==> src/sv/pcx_rle_pkg.sv <==
// Shared types and constants of the PCX run-length line decoder.
// Used by the front classifier, the command queue, the executor and the top level.
package pcx_rle_pkg;

  localparam int unsigned QueueDepth     = 4;
  localparam logic [15:0] LineBytesReset = 16'd320;
  localparam logic [7:0]  RunMark        = 8'hC0;
  localparam logic [7:0]  CountMask      = 8'h3F;

  typedef enum logic [1:0] {
    CMD_LIT = 2'd0,
    CMD_RUN = 2'd1,
    CMD_EOF = 2'd2
  } cmd_kind_e;

  typedef enum logic [1:0] {
    STATUS_PIXEL     = 2'd0,
    STATUS_CLEAN_END = 2'd1,
    STATUS_UNEXP_END = 2'd2,
    STATUS_OVERRUN   = 2'd3
  } status_e;

  // One decoded command handed from the front to the executor.
  typedef struct packed {
    cmd_kind_e   kind;
    logic        eof_err;  // end of file arrived while a run value was awaited
    logic [7:0]  data;
    logic [5:0]  count;
  } cmd_t;

endpackage

==> src/sv/pcx_rle_front.sv <==
// Front stage of the PCX decoder: accepts encoded bytes and turns them into commands.
// Depends on pcx_rle_pkg for the command type and the run-code constants.
module pcx_rle_front (
  input  logic                clk_i,
  input  logic                rst_ni,
  input  logic                in_valid_i,
  output logic                in_ready_o,
  input  logic [7:0]          data_byte_i,
  input  logic                end_of_file_i,
  input  logic                queue_full_i,
  output logic                push_o,
  output pcx_rle_pkg::cmd_t   cmd_o
);

  logic       awaiting_q, awaiting_d;
  logic [5:0] pending_q, pending_d;
  logic       is_run_code;
  logic       accept;

  assign is_run_code = (data_byte_i & pcx_rle_pkg::RunMark) == pcx_rle_pkg::RunMark;
  assign in_ready_o  = !queue_full_i;
  assign accept      = in_valid_i && in_ready_o;

  // A run code only loads the pending count; every other item becomes a command.
  assign push_o = accept && (end_of_file_i || awaiting_q || !is_run_code);

  always_comb begin
    cmd_o.data    = data_byte_i;
    cmd_o.count   = pending_q;
    cmd_o.eof_err = awaiting_q;
    if (end_of_file_i) begin
      cmd_o.kind = pcx_rle_pkg::CMD_EOF;
    end else if (awaiting_q) begin
      cmd_o.kind = pcx_rle_pkg::CMD_RUN;
    end else begin
      cmd_o.kind = pcx_rle_pkg::CMD_LIT;
    end
  end

  always_comb begin
    awaiting_d = awaiting_q;
    pending_d  = pending_q;
    if (accept && !end_of_file_i) begin
      if (awaiting_q) begin
        awaiting_d = 1'b0;
        pending_d  = 6'd0;
      end else if (is_run_code) begin
        awaiting_d = 1'b1;
        pending_d  = 6'(data_byte_i & pcx_rle_pkg::CountMask);
      end
    end
  end

  always_ff @(posedge clk_i or negedge rst_ni) begin
    if (!rst_ni) begin
      awaiting_q <= 1'b0;
      pending_q  <= 6'd0;
    end else begin
      awaiting_q <= awaiting_d;
      pending_q  <= pending_d;
    end
  end

endmodule

==> src/sv/pcx_rle_fifo.sv <==
// Short command queue between the front and the executor of the PCX decoder.
// Depends on pcx_rle_pkg for the command type.
module pcx_rle_fifo #(
  parameter int unsigned DEPTH = pcx_rle_pkg::QueueDepth
) (
  input  logic                clk_i,
  input  logic                rst_ni,
  input  logic                push_i,
  input  pcx_rle_pkg::cmd_t   data_i,
  output logic                full_o,
  input  logic                pop_i,
  output logic                empty_o,
  output pcx_rle_pkg::cmd_t   data_o
);

  localparam int unsigned PtrW = (DEPTH > 1) ? $clog2(DEPTH) : 1;
  localparam int unsigned CntW = $clog2(DEPTH + 1);
  localparam logic [PtrW-1:0] LastPtr = PtrW'(DEPTH - 1);
  localparam logic [CntW-1:0] FullCnt = CntW'(DEPTH);

  pcx_rle_pkg::cmd_t  entries_q [DEPTH];
  logic [PtrW-1:0]    wr_ptr_q, wr_ptr_d;
  logic [PtrW-1:0]    rd_ptr_q, rd_ptr_d;
  logic [CntW-1:0]    count_q, count_d;
  logic               do_push, do_pop;

  assign full_o  = count_q == FullCnt;
  assign empty_o = count_q == '0;
  assign do_push = push_i && !full_o;
  assign do_pop  = pop_i && !empty_o;
  assign data_o  = entries_q[rd_ptr_q];

  always_comb begin
    wr_ptr_d = wr_ptr_q;
    rd_ptr_d = rd_ptr_q;
    count_d  = count_q;
    if (do_push) begin
      wr_ptr_d = (wr_ptr_q == LastPtr) ? '0 : wr_ptr_q + 1'b1;
    end
    if (do_pop) begin
      rd_ptr_d = (rd_ptr_q == LastPtr) ? '0 : rd_ptr_q + 1'b1;
    end
    if (do_push && !do_pop) begin
      count_d = count_q + 1'b1;
    end else if (do_pop && !do_push) begin
      count_d = count_q - 1'b1;
    end
  end

  always_ff @(posedge clk_i or negedge rst_ni) begin
    if (!rst_ni) begin
      wr_ptr_q <= '0;
      rd_ptr_q <= '0;
      count_q  <= '0;
    end else begin
      wr_ptr_q <= wr_ptr_d;
      rd_ptr_q <= rd_ptr_d;
      count_q  <= count_d;
    end
  end

  always_ff @(posedge clk_i) begin
    if (do_push) begin
      entries_q[wr_ptr_q] <= data_i;
    end
  end

endmodule

==> src/sv/pcx_rle_back.sv <==
// Executor of the PCX decoder: runs commands, tracks the line column, drives the output register.
// Depends on pcx_rle_pkg for the command type and the status codes.
module pcx_rle_back (
  input  logic                clk_i,
  input  logic                rst_ni,
  input  logic [15:0]         line_bytes_i,
  input  logic                queue_empty_i,
  input  pcx_rle_pkg::cmd_t   cmd_i,
  output logic                pop_o,
  output logic                out_valid_o,
  input  logic                out_ready_i,
  output logic [7:0]          pixel_o,
  output logic [15:0]         column_o,
  output logic                line_done_o,
  output logic                run_last_o,
  output pcx_rle_pkg::status_e status_o
);

  typedef enum logic [1:0] {
    ST_IDLE = 2'b01,
    ST_RUN  = 2'b10
  } back_state_e;

  back_state_e          state_q, state_d;
  logic                 halted_q, halted_d;
  logic [15:0]          pos_q, pos_d;
  logic [7:0]           byte_q, byte_d;
  logic [5:0]           remain_q, remain_d;
  logic                 out_valid_q, out_valid_d;
  logic                 out_load;
  logic [7:0]           pixel_d;
  logic [15:0]          column_d;
  logic                 line_done_d, run_last_d;
  pcx_rle_pkg::status_e status_d;
  logic                 out_free;
  logic [16:0]          len_eff, pos_inc, run_end;
  logic                 px_done;

  assign out_free = !out_valid_q || out_ready_i;
  assign len_eff  = (line_bytes_i == 16'd0) ? 17'd1 : {1'b0, line_bytes_i};
  assign pos_inc  = {1'b0, pos_q} + 17'd1;
  assign run_end  = {1'b0, pos_q} + {11'd0, cmd_i.count};
  assign px_done  = pos_inc >= len_eff;
  assign pop_o    = (state_q == ST_IDLE) && !queue_empty_i && out_free;

  always_comb begin
    state_d     = state_q;
    halted_d    = halted_q;
    pos_d       = pos_q;
    byte_d      = byte_q;
    remain_d    = remain_q;
    out_load    = 1'b0;
    pixel_d     = 8'd0;
    column_d    = pos_q;
    line_done_d = 1'b0;
    run_last_d  = 1'b1;
    status_d    = pcx_rle_pkg::STATUS_PIXEL;

    case (state_q)
      ST_IDLE: begin
        if (pop_o && !halted_q) begin
          case (cmd_i.kind)
            pcx_rle_pkg::CMD_LIT: begin
              out_load    = 1'b1;
              pixel_d     = cmd_i.data;
              line_done_d = px_done;
              pos_d       = px_done ? 16'd0 : pos_inc[15:0];
            end
            pcx_rle_pkg::CMD_EOF: begin
              out_load = 1'b1;
              if (cmd_i.eof_err || pos_q != 16'd0) begin
                status_d = pcx_rle_pkg::STATUS_UNEXP_END;
                halted_d = 1'b1;
              end else begin
                status_d = pcx_rle_pkg::STATUS_CLEAN_END;
              end
            end
            pcx_rle_pkg::CMD_RUN: begin
              if (run_end > len_eff) begin
                out_load = 1'b1;
                status_d = pcx_rle_pkg::STATUS_OVERRUN;
                halted_d = 1'b1;
              end else if (cmd_i.count != 6'd0) begin
                // The first pixel of the run goes out right away.
                out_load    = 1'b1;
                pixel_d     = cmd_i.data;
                line_done_d = px_done;
                run_last_d  = cmd_i.count == 6'd1;
                pos_d       = px_done ? 16'd0 : pos_inc[15:0];
                byte_d      = cmd_i.data;
                remain_d    = cmd_i.count - 6'd1;
                if (cmd_i.count != 6'd1) begin
                  state_d = ST_RUN;
                end
              end
            end
            default: begin
            end
          endcase
        end
      end
      ST_RUN: begin
        if (out_free) begin
          out_load    = 1'b1;
          pixel_d     = byte_q;
          line_done_d = px_done;
          run_last_d  = remain_q == 6'd1;
          pos_d       = px_done ? 16'd0 : pos_inc[15:0];
          remain_d    = remain_q - 6'd1;
          if (remain_q == 6'd1) begin
            state_d = ST_IDLE;
          end
        end
      end
      default: begin
        state_d = ST_IDLE;
      end
    endcase
  end

  always_comb begin
    out_valid_d = out_valid_q;
    if (out_load) begin
      out_valid_d = 1'b1;
    end else if (out_ready_i) begin
      out_valid_d = 1'b0;
    end
  end

  always_ff @(posedge clk_i or negedge rst_ni) begin
    if (!rst_ni) begin
      state_q     <= ST_IDLE;
      halted_q    <= 1'b0;
      pos_q       <= 16'd0;
      remain_q    <= 6'd0;
      out_valid_q <= 1'b0;
    end else begin
      state_q     <= state_d;
      halted_q    <= halted_d;
      pos_q       <= pos_d;
      remain_q    <= remain_d;
      out_valid_q <= out_valid_d;
    end
  end

  always_ff @(posedge clk_i) begin
    byte_q <= byte_d;
    if (out_load) begin
      pixel_o     <= pixel_d;
      column_o    <= column_d;
      line_done_o <= line_done_d;
      run_last_o  <= run_last_d;
      status_o    <= status_d;
    end
  end

  assign out_valid_o = out_valid_q;

endmodule

==> src/sv/pcx_rle_line_decoder_top.sv <==
// Top level of the PCX run-length line decoder.
// Instantiates pcx_rle_front, pcx_rle_fifo and pcx_rle_back; uses pcx_rle_pkg.
//
// Usage: encoded PCX bytes arrive one per transfer on the s_axis channel, with
// tuser marking the end of file. Decoded pixels leave on the m_axis channel
// together with their column, a line-complete flag and a status code; tlast is
// set on the final result that one input byte causes. The line length is written
// through the cfg channel, which is always ready, and the user must write it only
// while the block is idle; the block itself does not enforce this. A front stage
// classifies bytes into literal, run and end-of-file commands and keeps the pending
// run count; a queue of QUEUE_DEPTH commands feeds the executor. A result passes
// through the command queue and the output register. The executor takes a literal
// or an end of file with one pop and gives a run one pixel per cycle while the
// receiver takes them; a run code byte alone uses no executor time.
// When the receiver stalls, the output register holds its result, the executor
// waits, and input is still taken until the queue fills.
// After an overrun or an unexpected end the block keeps taking input but gives no
// further results until reset. Reset clears the queue, the column and the error
// state, and restores the line length to 320.
module pcx_rle_line_decoder_top #(
  parameter int unsigned QUEUE_DEPTH = pcx_rle_pkg::QueueDepth
) (
  input  logic        clk_i,
  input  logic        rst_ni,
  // Configuration: line length in decoded bytes.
  input  logic        cfg_valid_i,
  output logic        cfg_ready_o,
  input  logic [15:0] cfg_data_i,
  // Input stream.
  input  logic        s_axis_tvalid,
  output logic        s_axis_tready,
  input  logic [7:0]  s_axis_tdata,   // [7:0] data_byte
  input  logic        s_axis_tuser,   // [0] end_of_file
  // Output stream.
  output logic        m_axis_tvalid,
  input  logic        m_axis_tready,
  output logic [31:0] m_axis_tdata,   // [7:0] pixel, [23:8] column, [24] line_done, rest 0
  output logic        m_axis_tlast,   // run_last
  output logic [1:0]  m_axis_tuser    // [1:0] status
);

  logic                 cfg_write;
  logic [15:0]          line_len_q;
  logic                 fifo_push, fifo_pop, fifo_full, fifo_empty;
  pcx_rle_pkg::cmd_t    cmd_in, cmd_out;
  logic [7:0]           pixel;
  logic [15:0]          column;
  logic                 line_done;
  pcx_rle_pkg::status_e status;

  // The configuration channel never stalls.
  assign cfg_ready_o = 1'b1;
  assign cfg_write   = cfg_valid_i;

  always_ff @(posedge clk_i or negedge rst_ni) begin
    if (!rst_ni) begin
      line_len_q <= pcx_rle_pkg::LineBytesReset;
    end else if (cfg_write) begin
      line_len_q <= cfg_data_i;
    end
  end

  pcx_rle_front u_front (
    .clk_i         (clk_i),
    .rst_ni        (rst_ni),
    .in_valid_i    (s_axis_tvalid),
    .in_ready_o    (s_axis_tready),
    .data_byte_i   (s_axis_tdata),
    .end_of_file_i (s_axis_tuser),
    .queue_full_i  (fifo_full),
    .push_o        (fifo_push),
    .cmd_o         (cmd_in)
  );

  pcx_rle_fifo #(
    .DEPTH (QUEUE_DEPTH)
  ) u_fifo (
    .clk_i   (clk_i),
    .rst_ni  (rst_ni),
    .push_i  (fifo_push),
    .data_i  (cmd_in),
    .full_o  (fifo_full),
    .pop_i   (fifo_pop),
    .empty_o (fifo_empty),
    .data_o  (cmd_out)
  );

  pcx_rle_back u_back (
    .clk_i         (clk_i),
    .rst_ni        (rst_ni),
    .line_bytes_i  (line_len_q),
    .queue_empty_i (fifo_empty),
    .cmd_i         (cmd_out),
    .pop_o         (fifo_pop),
    .out_valid_o   (m_axis_tvalid),
    .out_ready_i   (m_axis_tready),
    .pixel_o       (pixel),
    .column_o      (column),
    .line_done_o   (line_done),
    .run_last_o    (m_axis_tlast),
    .status_o      (status)
  );

  assign m_axis_tdata = {7'd0, line_done, column, pixel};
  assign m_axis_tuser = status;

`ifndef SYNTHESIS
  // A status result is always the only result of its input byte.
  a_status_is_last: assert property (@(posedge clk_i) disable iff (!rst_ni)
    (m_axis_tvalid && status != pcx_rle_pkg::STATUS_PIXEL) |-> m_axis_tlast)
    else $error("status result without tlast");

  // A status result carries no pixel and never completes a line.
  a_status_clean: assert property (@(posedge clk_i) disable iff (!rst_ni)
    (m_axis_tvalid && status != pcx_rle_pkg::STATUS_PIXEL) |-> (pixel == 8'd0 && !line_done))
    else $error("status result carries pixel data");

  // The queue cannot report full and empty together.
  a_queue_flags: assert property (@(posedge clk_i) disable iff (!rst_ni)
    !(fifo_full && fifo_empty))
    else $error("command queue full and empty at once");

  // A command popped from the queue was present before the pop.
  a_pop_nonempty: assert property (@(posedge clk_i) disable iff (!rst_ni)
    fifo_pop |-> !fifo_empty)
    else $error("command popped from an empty queue");
`endif

endmodule

==> config.mk <==
export PLATFORM = sky130hd
export DESIGN_NAME = pcx_rle_line_decoder_top
export DESIGN_NICKNAME = d
export VERILOG_FILES = /design/src/sv/pcx_rle_pkg.sv /design/src/sv/pcx_rle_front.sv /design/src/sv/pcx_rle_fifo.sv /design/src/sv/pcx_rle_back.sv /design/src/sv/pcx_rle_line_decoder_top.sv
export SDC_FILE = /design/constraint.sdc
export NUM_CORES = 1
export LEC_CHECK = 0
export BUFFER_PORTS_ARGS = -buffer_cell sky130_fd_sc_hd__buf_2
export CAP_MARGIN = 20
export CORE_AREA = 2 2 151 153
export CTS_CLUSTER_SIZE = 14
export DETAILED_ROUTE_END_ITERATION = 8
export DIE_AREA = 0 0 153 155
export GPL_TIMING_DRIVEN = 0
export SYNTH_ARGS = -nofsm -noshare
export SYNTH_HDL_FRONTEND = slang
export SYNTH_SLANG_ARGS = --single-unit
==> constraint.sdc <==
create_clock -name clk_i -period 5.3 [get_ports clk_i]
set_input_delay 0.265 -clock clk_i [delete_from_list [all_inputs] [get_ports clk_i]]
set_output_delay 0.265 -clock clk_i [all_outputs]
set_load 0.01 [all_outputs]
Word level (Yosys, flattened, before mapping) --
Memory sizes are Yosys's and may differ from the RTL's. Cells that the tools add are included.
Operators by class: add/subtract/negate cells 8, order comparisons 2, eq/ne operators 23, multiplexer cells 66, bitwise gates (word level) 1, reductions and logical operators 40
Operators by type and width (number):
- $mux W16 | 6
- $pmux W16 S2 | 2
- $mux W6 | 7
- $mux W8 | 4
- $pmux W8 S2 | 2
- $mux W2 | 12
- $mux W1 | 22
- $add A16 B1 Y17 const B | 1
- $add A16 B6 Y17 | 1
- $ge A17 B17 Y1 | 1
- $gt A17 B17 Y1 | 1
- $logic_not A16 Y1 | 1
- $reduce_bool A16 Y1 | 1
- $eq A6 B1 Y1 const B | 2
- $pmux W1 S2 | 6
- $pmux W6 S2 | 1
- $reduce_and A6 Y1 | 2
- $sub A6 B1 Y6 const B | 2
- $eq A2 B2 Y1 const B | 5
- $logic_and A1 B1 Y1 | 10
- $ne A2 B2 Y1 const B | 5
- $reduce_and A5 Y1 | 2
- $reduce_bool A2 Y1 | 5
- $ne A3 B3 Y1 const B | 3
- other kinds (18) | 36
Storage, ports and cells: bits in registers 92, bits in writable memories 68, input port bits 30, output and inout bits 38, word-level logic and storage cells 158, memories kept 1
Memories:
- u_fifo.entries_q | words 4, bits a word 17, rd ports 1, clocked after Yosys merged registers in 0, wr ports 1, RTL line pcx_rle_fifo.sv:21 | pcx_rle_pkg::cmd_t entries_q [DEPTH];

Logic depth before layout (Yosys ltp) --
Gate-level depths: netlist of run 1.
depth in word-level cells 9, depth in mapped cells 20, depth with buffers taken out 17

Modules after synthesis --
A second synthesis of run 1 with hierarchy kept.
Second synthesis, totals: cells, all modules 636, area total of the unflattened synthesis 8239.2 um2
Modules (own cells, without submodules):
- pcx_rle_back | times used 1, cells an instance 432, area an instance 4240.3 um2, seq. area each 1732.9 um2
- pcx_rle_fifo | times used 1, cells an instance 126, area an instance 2900.3 um2, seq. area each 2217.1 um2
- pcx_rle_line_decoder_top | times used 1, cells an instance 45, area an instance 726.9 um2, seq. area each 402.9 um2
- pcx_rle_front | times used 1, cells an instance 33, area an instance 371.6 um2, seq. area each 175.2 um2

Least setup slack after synthesis of run 1 --
Ideal clock, no wire load.
path type flip-flop to flip-flop, start register u_fifo.rd_ptr_q[0], end register u_back.column_o[0], enable pin, library setup time 0.320 ns, data arrival time 4.583 ns, required time 4.980 ns, path slack 0.397 ns, stages on the path, launching flop included 19, buffers on the path 1, clock period less this slack 4.903 ns, path through dfrtp_1 -> buf_6 -> mux4_2 -> ha_1 -> fa_1 -> a211oi_1 -> nor2_1 -> o21a_1 -> nor2_1 -> nor3_1 -> xor2_1 -> ha_1 -> nand4_1 -> or4_1 -> o21ai_0 -> a31oi_1 -> o21ai_0 -> a21oi_1 -> or2_2
Between the ends: longest elaborated chain between the ends 7, elaborated cells between the ends (all ways) 13, those cells by class 1 x add/sub; 1 x order compare; 2 x eq/ne; 5 x mux; 3 x reduce/logical; 1 x memory
RTL lines:
- start: declaration | RTL line pcx_rle_fifo.sv:23 | logic [PtrW-1:0] rd_ptr_q, rd_ptr_d;
- start signal: assignment | RTL line pcx_rle_fifo.sv:57 | rd_ptr_q <= rd_ptr_d;
- $mem_v2 Z4 W17 *
- $add A16 B6 Y17 / $reduce_bool A6 Y1 (equally long branches) | RTL line pcx_rle_back.sv:42, pcx_rle_back.sv:83
- $gt A17 B17 Y1 / $mux W1 (equally long branches) | RTL line pcx_rle_back.sv:79, pcx_rle_back.sv:83
- $mux W1 | RTL line pcx_rle_back.sv:79 | if (run_end > len_eff) begin
- $pmux W1 S2 * | RTL line pcx_rle_back.sv:62 | case (cmd_i.kind)
- $mux W1 * | RTL line pcx_rle_back.sv:61 | if (pop_o && !halted_q) begin
- $pmux W1 S2 * | RTL line pcx_rle_back.sv:59 | case (state_q)
- named net u_back.out_load | RTL line pcx_rle_back.sv:30 | logic out_load;
- end signal: assignment | RTL line pcx_rle_back.sv:150 | column_o <= column_d;
- end: declaration | RTL line pcx_rle_back.sv:13 | output logic [15:0] column_o,
Mark *: on every way through the listed nets, which the timed path passes. The rest lies on a longest branch. A chain may end at the register's enable or synchronous reset.

Worst setup path in the final report of run 1 --
start register u_fifo.rd_ptr_q[0], end register u_back.run_last_o, data pin
Between the ends: longest elaborated chain between the ends 7, elaborated cells between the ends (all ways) 11, those cells by class 1 x add/sub; 1 x order compare; 2 x eq/ne; 5 x mux; 1 x reduce/logical; 1 x memory
RTL lines:
- $mem_v2 Z4 W17 *
- $add A16 B6 Y17 (tied with other cells) | RTL line pcx_rle_back.sv:42 | assign run_end = {1'b0, pos_q} + {11'd0, cmd_i.count};
- $gt A17 B17 Y1 / $mux W1 (equally long branches) | RTL line pcx_rle_back.sv:79, pcx_rle_back.sv:83
- $mux W1 | RTL line pcx_rle_back.sv:79
- $mux W1 * | RTL line pcx_rle_back.sv:62
- $mux W1 * | RTL line pcx_rle_back.sv:61
- $pmux W1 S2 * | RTL line pcx_rle_back.sv:59
- named net u_back.run_last_d | RTL line pcx_rle_back.sv:33 | logic line_done_d, run_last_d;
- end signal: assignment | RTL line pcx_rle_back.sv:152 | run_last_o <= run_last_d;
- end: declaration | RTL line pcx_rle_back.sv:15 | output logic run_last_o,
Marks and branches as above.

==> run metrics, run 1 <==
status=complete, no violations; Setup-failing EPs final=0; most frequent cell after synthesis=edfxtp_1; post-layout min period=between 5 and 6 ns; drt first pass iters=4; top post-synthesis cells by count=edfxtp_1, nand2_1, ha_1; Rows=55; clock latency on the worst-skew pair=between 0.4 and 0.5 ns; vias per inst=approximately 5; Area Overhead vs Synth=17.1%; Die Y=155 um; DP Cell Count=1028; FILL cells=2081; initial antenna violation count=0; Ys Warns=0; Post-synth EDFFs=about 100; CP max stage delay=0.57 ns; ys async rst share=about a third; die footprint=about 0.024 sq mm; Worst-path clk slew=approximately 0.080 ns; Hold Path Cell Cnt=3; top-area cell type share of the netlist area=between 30% and 40%; Post-synth top flop=edfxtp_1; Buffers on Ports=59; syn_area_per_cell=12.2 sq um; ant diodes=0; Cells after Synth=around 680; leakage=roughly 0.004 uW; Fin Hold WS=between 0.04 and 0.05 ns; # DRC=0; worst hold path type=primary input to flip-flop; Yosys top cell by area=edfxtp_1; H-tree depth=4; CP Launch Type=flip-flop; Slew headroom=34.9%; core area=between 0.02 and 0.025 sq mm; Final Core Density=43.5%; first-pass GRT wire length=29.9 mm; GRT Resource Usage Total=between 15 and 20%; DRT iter0 DRCs=roughly 280; Crit Path Max Fanout=12; buffer depth of the longest clock path=2; # IOs=between 60 and 70; routability congestion estimate=slightly below 0.9; Cell Count, Final, Fillers Out=1065; Crit. End Element=flip-flop; CTS Root Cell=clkbuf_16; skew final=roughly 0.017 ns; worst path buffer plus inverter count=2; CP Data Required Time=5.49 ns; PwrDens=487 mW/mm^2; ranking of synthesized cells by area=edfxtp_1, dfrtp_1, ha_1; crit path DAT=roughly 5.2 ns; final net count=~860; Crit-path slowest cell=mux4_2; DIE WIDTH=153 um; Crit path max-delay family=simple AND/OR/NAND/NOR gates; detailed placement HPWL=between 10 and 15 mm; fin crit share=about 95%; vias in the first global route=5599; r2r worst-path depth=19; synthesized flop and latch total=between 150 and 200; CTS Buf Count=17; CTS tree=done; RSZ-0062 raised after global routing=false; fmax=199 MHz; VDD IR max=360 uV; Setup WS post-layout=approximately 0.28 ns; total wire length=approximately 18 mm; largest net degree at the start of global routing=30; GRT overflow=0; CTS sink cnt=between 150 and 200; Worst-Margin Slew=about 0.97 ns; sequential share of the synthesized area=~55%; critical path, cell by cell=buf_8, mux4_2, ha_1, fa_2, a211oi_2, nor2_1, o21a_1, nor2_4, nor3_1, xor2_1, ha_1, nand4_1, or4_1, o21ai_0, a31o_2, and2_1, buf_4, nand2_1, a221o_1; cell mode on critical path=ha_1; maximum capacitance violations=0; cell count along the critical path=19; Slew Limit Fails=0; setup slack at placement=-0.339 ns; initial core utilization=a little under two fifths; Fin. Hold Viols=0; distinct cell type count after synthesis=66; DR vias=between 5000 and 6000; Post-Syn Area=slightly above 0.008 sq mm; Detail Route Antenna Nets=0; critical setup path kind=flip-flop to flip-flop; drt wl/cell=~17 um; share of cells above drive strength 1=between 20% and 30%
path summary, 6_finish.rpt:
path,startpoint,endpoint,slack (ns)
setup / recovery,u_fifo.rd_ptr_q[0]$_DFFE_PN0P_,u_back.run_last_o$_DFFE_PP_,0.28
hold / removal,cfg_data_i[15],line_len_q[15]$_DFFE_PN0P_,0.05
setup reg to reg,u_fifo.rd_ptr_q[0]$_DFFE_PN0P_,u_back.run_last_o$_DFFE_PP_,0.28
hold reg to reg,u_back.column_d[10]$_DFFE_PN0P_,u_back.column_o[10]$_DFFE_PP_,0.45
max in group asynchronous,rst_ni,line_len_q[8]$_DFFE_PN1P_,4.15
min in group asynchronous,rst_ni,u_front.awaiting_q$_DFFE_PN0P_,0.44
area by class of cell:
type,count,area (sq um),area share [%]
clock buffer,17,425,4.40
timing repair buffer,65,355,3.67
inverter,41,154,1.59
sequential,160,4530,46.8
buffer,40,224,2.32
clock inverter,15,216,2.24
multi-input combinational,442,3410,35.3
tap,285,357,3.69
metrics by stage:
step                total power (uW)  setup TNS [ns]  area (sq um)
floorplan                       2950               0          8290
global placement                3360           -9.40          8940
detailed placement              3400          -10.13          8960
CTS                             4700               0          9620
global route                    5020               0          9670
finish                          4710               0          9670
routing by layer:
layer / wire (um) / vias to the layer above / global-route usage, % / share of wire (%)
li1: - / 2658 / - / -
met1: 8290 / 2622 / 20.2 / 45
met2: 9260 / 94 / 28.0 / 50
met3: 493 / 29 / 3.04 / 2.7
met4: 402 / 0 / 5.69 / 2.2
met5: 0 / - / 0 / 0
where the power goes:
group	leakage [uW]	switching (uW)	internal [uW]
Clock	0.000307	626	659
Sequential	0.00164	153	1590
Combinational	0.00203	953	725
Total	0.00398	1730	2970
cells by family after synthesis:
group / share of synthesized area, %
DFF: 54.8
xor gates and xnor gates: 3.60
buffers and inverters: 4.50
AOI/OAI and AO/OA: 10.6
muxes: 5.63
other: 0.0909
and+or+nand+nor: 11.8
adders and majority gates: 8.96
what timing repair did:
action                                  in CTS  in global routing
pin swaps                                    0                  1
resized for setup                            4                  9
endpoints found under the setup margin      41                 60
setup buffers                                0                  4
endpoints found under the hold margin       26                  0
hold buffers                                 1                  0
registers in the layout, indices dropped and copies added, names as in the netlist:
name                count
u_back.line_done_o      1
u_front.awaiting_q      1
u_back.run_last_o       1
u_fifo.rd_ptr_q         2
u_fifo.count_q          3
u_back.pixel_o          8
u_front.pending_q       6
u_back.state_q          2
u_fifo.entries_q       68
line_len_q             16
u_back.byte_q           8
u_back.remain_q         6
u_back.column_d        16
u_back.status_o         2
u_back.out_valid_o      1
u_back.halted_q         1
u_back.column_o        16
u_fifo.wr_ptr_q         2
worst reg2reg max path, cell delays in order (launching register included):
cell      delay (ns)
dfrtp_1         0.40
buf_8           0.18
mux4_2          0.57
ha_1            0.24
fa_2            0.38
a211oi_2        0.20
nor2_1          0.10
o21a_1          0.21
nor2_4          0.15
nor3_1          0.09
xor2_1          0.16
ha_1            0.32
nand4_1         0.17
or4_1           0.54
o21ai_0         0.12
a31o_2          0.20
and2_1          0.14
buf_4           0.19
nand2_1         0.07
a221o_1         0.34
cell usage in the layout, fill, tap and decap left out, types with 4 or more instances in the layout:
cell,instances
edfxtp_1,104
buf_2,66
nand2_1,58
ha_1,56
dfrtp_1,53
nor2_1,47
inv_1,41
o21ai_0,39
xor2_1,18
clkbuf_16,17
xnor2_1,16
mux4_2,15
clkbuf_1,15
nor3_1,14
buf_4,14
a22o_1,14
nand4_1,11
nand2b_1,11
a21oi_1,11
nand3_1,10
nor4_1,10
conb_1,8
clkinv_8,7
a221o_1,6
o21ai_1,6
a21o_1,5
a211oi_1,5
o31ai_1,5
and2_1,5
a211o_1,5
buf_1,4
nor2b_1,4
or3_1,4
and3_1,4
mux2_2,4
inv_12,4
No activity file was read; power rests on OpenSTA's default activity.
==> run 2, diff against run 1 <==
Settings changed: SKIP_LAST_GASP from default to 1, SYNTH_HIERARCHICAL from default to 1.
==> run 2 against run 1 <==
Maximum frequency fell by 3.3%. Synthesized cell count shrank 6.1%. Power is 2.1% higher. Sequential cell count is the same.
==> run metrics, run 2 <==
Slew headroom=about two fifths; drt first pass iters=4; Yosys top cell by area=edfxtp_1; DIE WIDTH=approximately 150 um; Synth Area in XOR/XNOR=3.40%; FF-to-FF Start=u_fifo/rd_ptr_q[0]$_DFFE_PN0P_; Detail Route Antenna Nets=0; Crit path max-delay family=simple AND/OR/NAND/NOR gates; detailed placement HPWL=between 10 and 15 mm; syn_area_per_cell=~13 sq um; dpl cell area=between 0.008 and 0.009 sq mm; cell count along the critical path=20; vias in the first global route=approximately 5400; vias per inst=a little over 5; H-tree depth=4; Post-Synth Simple-Gate Area=slightly above 10%; status=complete, no violations; leakage=0.00418 uW; die footprint=0.0237 sq mm; crit path DAT=~5.5 ns; distinct cell type count after synthesis=between 60 and 70; ranking of synthesized cells by area=edfxtp_1, dfrtp_1, ha_1; Crit-path slowest cell=or4_4; DR vias=roughly 5300; most frequent cells in the layout=edfxtp_1, buf_2, ha_1; # DRC=0; routability congestion estimate=0.861; setup slack at placement=-0.989 ns; Worst-path clk slew=0.07 ns; PwrDens=roughly 480 mW/mm^2; Worst-Margin Slew=~0.9 ns; ys async rst share=a little over a third; Setup-failing EPs final=0; grt met2 use=27.0%; Hold Path Cell Cnt=2; critical path, cell by cell=buf_12, buf_12, mux4_2, ha_4, fa_2, a21oi_4, o21ai_4, o21a_1, nor2_4, nor2_2, xor2_1, ha_1, nand4_1, or4_4, o21ai_4, a31oi_4, or4_4, a22o_4, buf_8, a211o_1; setup tns final=0 ns; DRT iter0 DRCs=around 330; Area Overhead vs Synth=21.7%; CP Launch Point=u_fifo/rd_ptr_q[0]$_DFFE_PN0P_; CTS sink cnt=between 150 and 200; CTS tree=done; register area=0.00453 sq mm; CP Data Required Time=5.62 ns; share of cells above drive strength 1=between 20% and 30%; Cells after Synth=approximately 640; RSZ-0062 raised after global routing=true; top-area cell type share of the netlist area=between 30 and 40%; Ys Warns=6; Synth Area in Compound Gates=9.28%; grt peak-use layer=met2; CP Launch Type=flip-flop; largest family of logic cells by synthesized area=simple AND/OR/NAND/NOR gates; adder-cell share of the synthesized area=8.99%; Crit Reg-Reg Endpoint=u_back/remain_q[4]$_DFFE_PN0P_; r2r worst-path depth=20; CP max stage delay=around 0.57 ns; worst path buffer plus inverter count=3; FF-to-FF setup slack=roughly 0.11 ns; buffer depth of the longest clock path=2; VDD IR max=254 uV; Post-synth EDFFs=around 100; largest net degree at the start of global routing=34; synthesized flop and latch total=160; crit path to=u_back/remain_q[4]$_DFFE_PN0P_; # IOs=between 60 and 70; Crit. End Element=flip-flop; skew final=between 0.01 and 0.015 ns; Post-synth top flop=edfxtp_1; clock latency on the worst-skew pair=0.43 ns; core area=~0.022 sq mm; Fin Hold WS=0.0653 ns; Fin. Hold Viols=0; GRT met1 Usage=between 10% and 20%; overall power=roughly 4800 uW; Die Y=155 um; FILL cells=2026; CTS Root Cell=clkbuf_16; final net count=834; GRT Resource Usage Total=between 10% and 20%; Buffers on Ports=between 50 and 60; CTS Buf Count=17; worst hold path type=primary input to flip-flop; Post-Syn Area=slightly above 0.008 sq mm; commonest non-fill, non-tap cell in the layout=edfxtp_1; initial antenna violation count=0; Crit Path Max Fanout=8; critical setup path kind=flip-flop to flip-flop; ant diodes=0; fmax=193 MHz; max FFs per register=slightly below 70; first-pass GRT wire length=between 20 and 30 mm; total wire length=~18 mm; GRT overflow=0; Rows=55; area of the multi-input gates=between 0.003 and 0.004 sq mm; post-synthesis mux area share=under 10%; top post-synthesis cells by count=edfxtp_1, ha_1, dfrtp_1; Slew Limit Fails=0; post-route cell area=0.0100 sq mm; initial core utilization=a little under two fifths; most frequent cell after synthesis=edfxtp_1; Biggest register=u_fifo/entries_q; met3 Use GR=approximately 3.8%; fin crit share=a little over nine tenths; Setup WS post-layout=roughly 0.11 ns; drt wl/cell=between 15 and 20 um; maximum capacitance violations=0; post-layout min period=~5.2 ns; sequential share of the synthesized area=a little over half
run 2: changes by cell type after synthesis, moves of 8 or more:
cell      delta
a22o_1      +12
buf_4       +11
mux2_4      +12
nand2_1     -14
nand2b_1     -8
nor2_1       -9
o21ai_0     -23
run 2: logic make-up (layout without fill, tap and decap cells):
kind of cell    after synthesis  in the layout
other cells                   2              8
simple gates                165            165
flops                       160            160
buf+inv                      79            195
compound gates              102            103
fa+ha+maj                    58             58
mux                          38             38
xor+xnor                     32             32
run 2: report_power, final:
group | total (uW) | internal, uW | switching (uW)
logic | 1730 | 817 | 909
clock network | 1310 | 728 | 579
registers | 1770 | 1600 | 175
total | 4810 | 3140 | 1660
run 2: worst reg2reg max path: stages (launching register included):
cell	delay, ns
dfrtp_1	0.41
buf_12	0.12
buf_12	0.11
mux4_2	0.56
ha_4	0.20
fa_2	0.42
a21oi_4	0.18
o21ai_4	0.08
o21a_1	0.23
nor2_4	0.16
nor2_2	0.05
xor2_1	0.15
ha_1	0.31
nand4_1	0.17
or4_4	0.57
o21ai_4	0.09
a31oi_4	0.08
or4_4	0.51
a22o_4	0.29
buf_8	0.15
a211o_1	0.25
run 2: repair_timing:
item,4_1_cts,5_1_grt
pin swaps,8,26
setup buffers,12,11
hold buffers,1,0
endpoints found under the hold margin,30,0
gates resized for setup,21,29
gates cloned,1,1
endpoints found under the setup margin,72,68
run 2: how the worst min path moves through the flow:
stage | start | endpoint
detailed placement | rst_ni | u_front/pending_q[4]$_DFFE_PN0P_
global route | cfg_data_i[4] | line_len_q[4]$_DFFE_PN0P_
finish | cfg_data_i[15] | line_len_q[15]$_DFFE_PN0P_
CTS | cfg_data_i[15] | line_len_q[15]$_DFFE_PN0P_
global placement | u_back/column_d[13]$_DFFE_PN0P_ | u_back/column_o[13]$_DFFE_PP_
floorplan | rst_ni | line_len_q[0]$_DFFE_PN0P_
run 2: per-stage QoR:
stage	instances	utilization (%)
2_1_floorplan	642	-
3_5_place_dp	986	40.2
5_1_grt	1044	45.1
3_3_place_gp	985	40.1
6_report	1044	45.1
4_1_cts	1032	44.0
run 2: cell type report:
type                            count  area share [%]
Timing Repair Buffer               84            5.33
Buffer                             44            3.24
Clock inverter                     15            2.11
Clock buffer                       17            4.24
Multi-Input combinational cell    404            35.1
Inverter                           35            1.31
Sequential cell                   160            45.2
Tap cell                          285            3.56
run 2: layer usage:
metal  vias up  share of wire, %
met4         0               1.6
met2        95                51
met5         -                 0
met3        24               3.5
met1      2613                44
li1       2555                 -
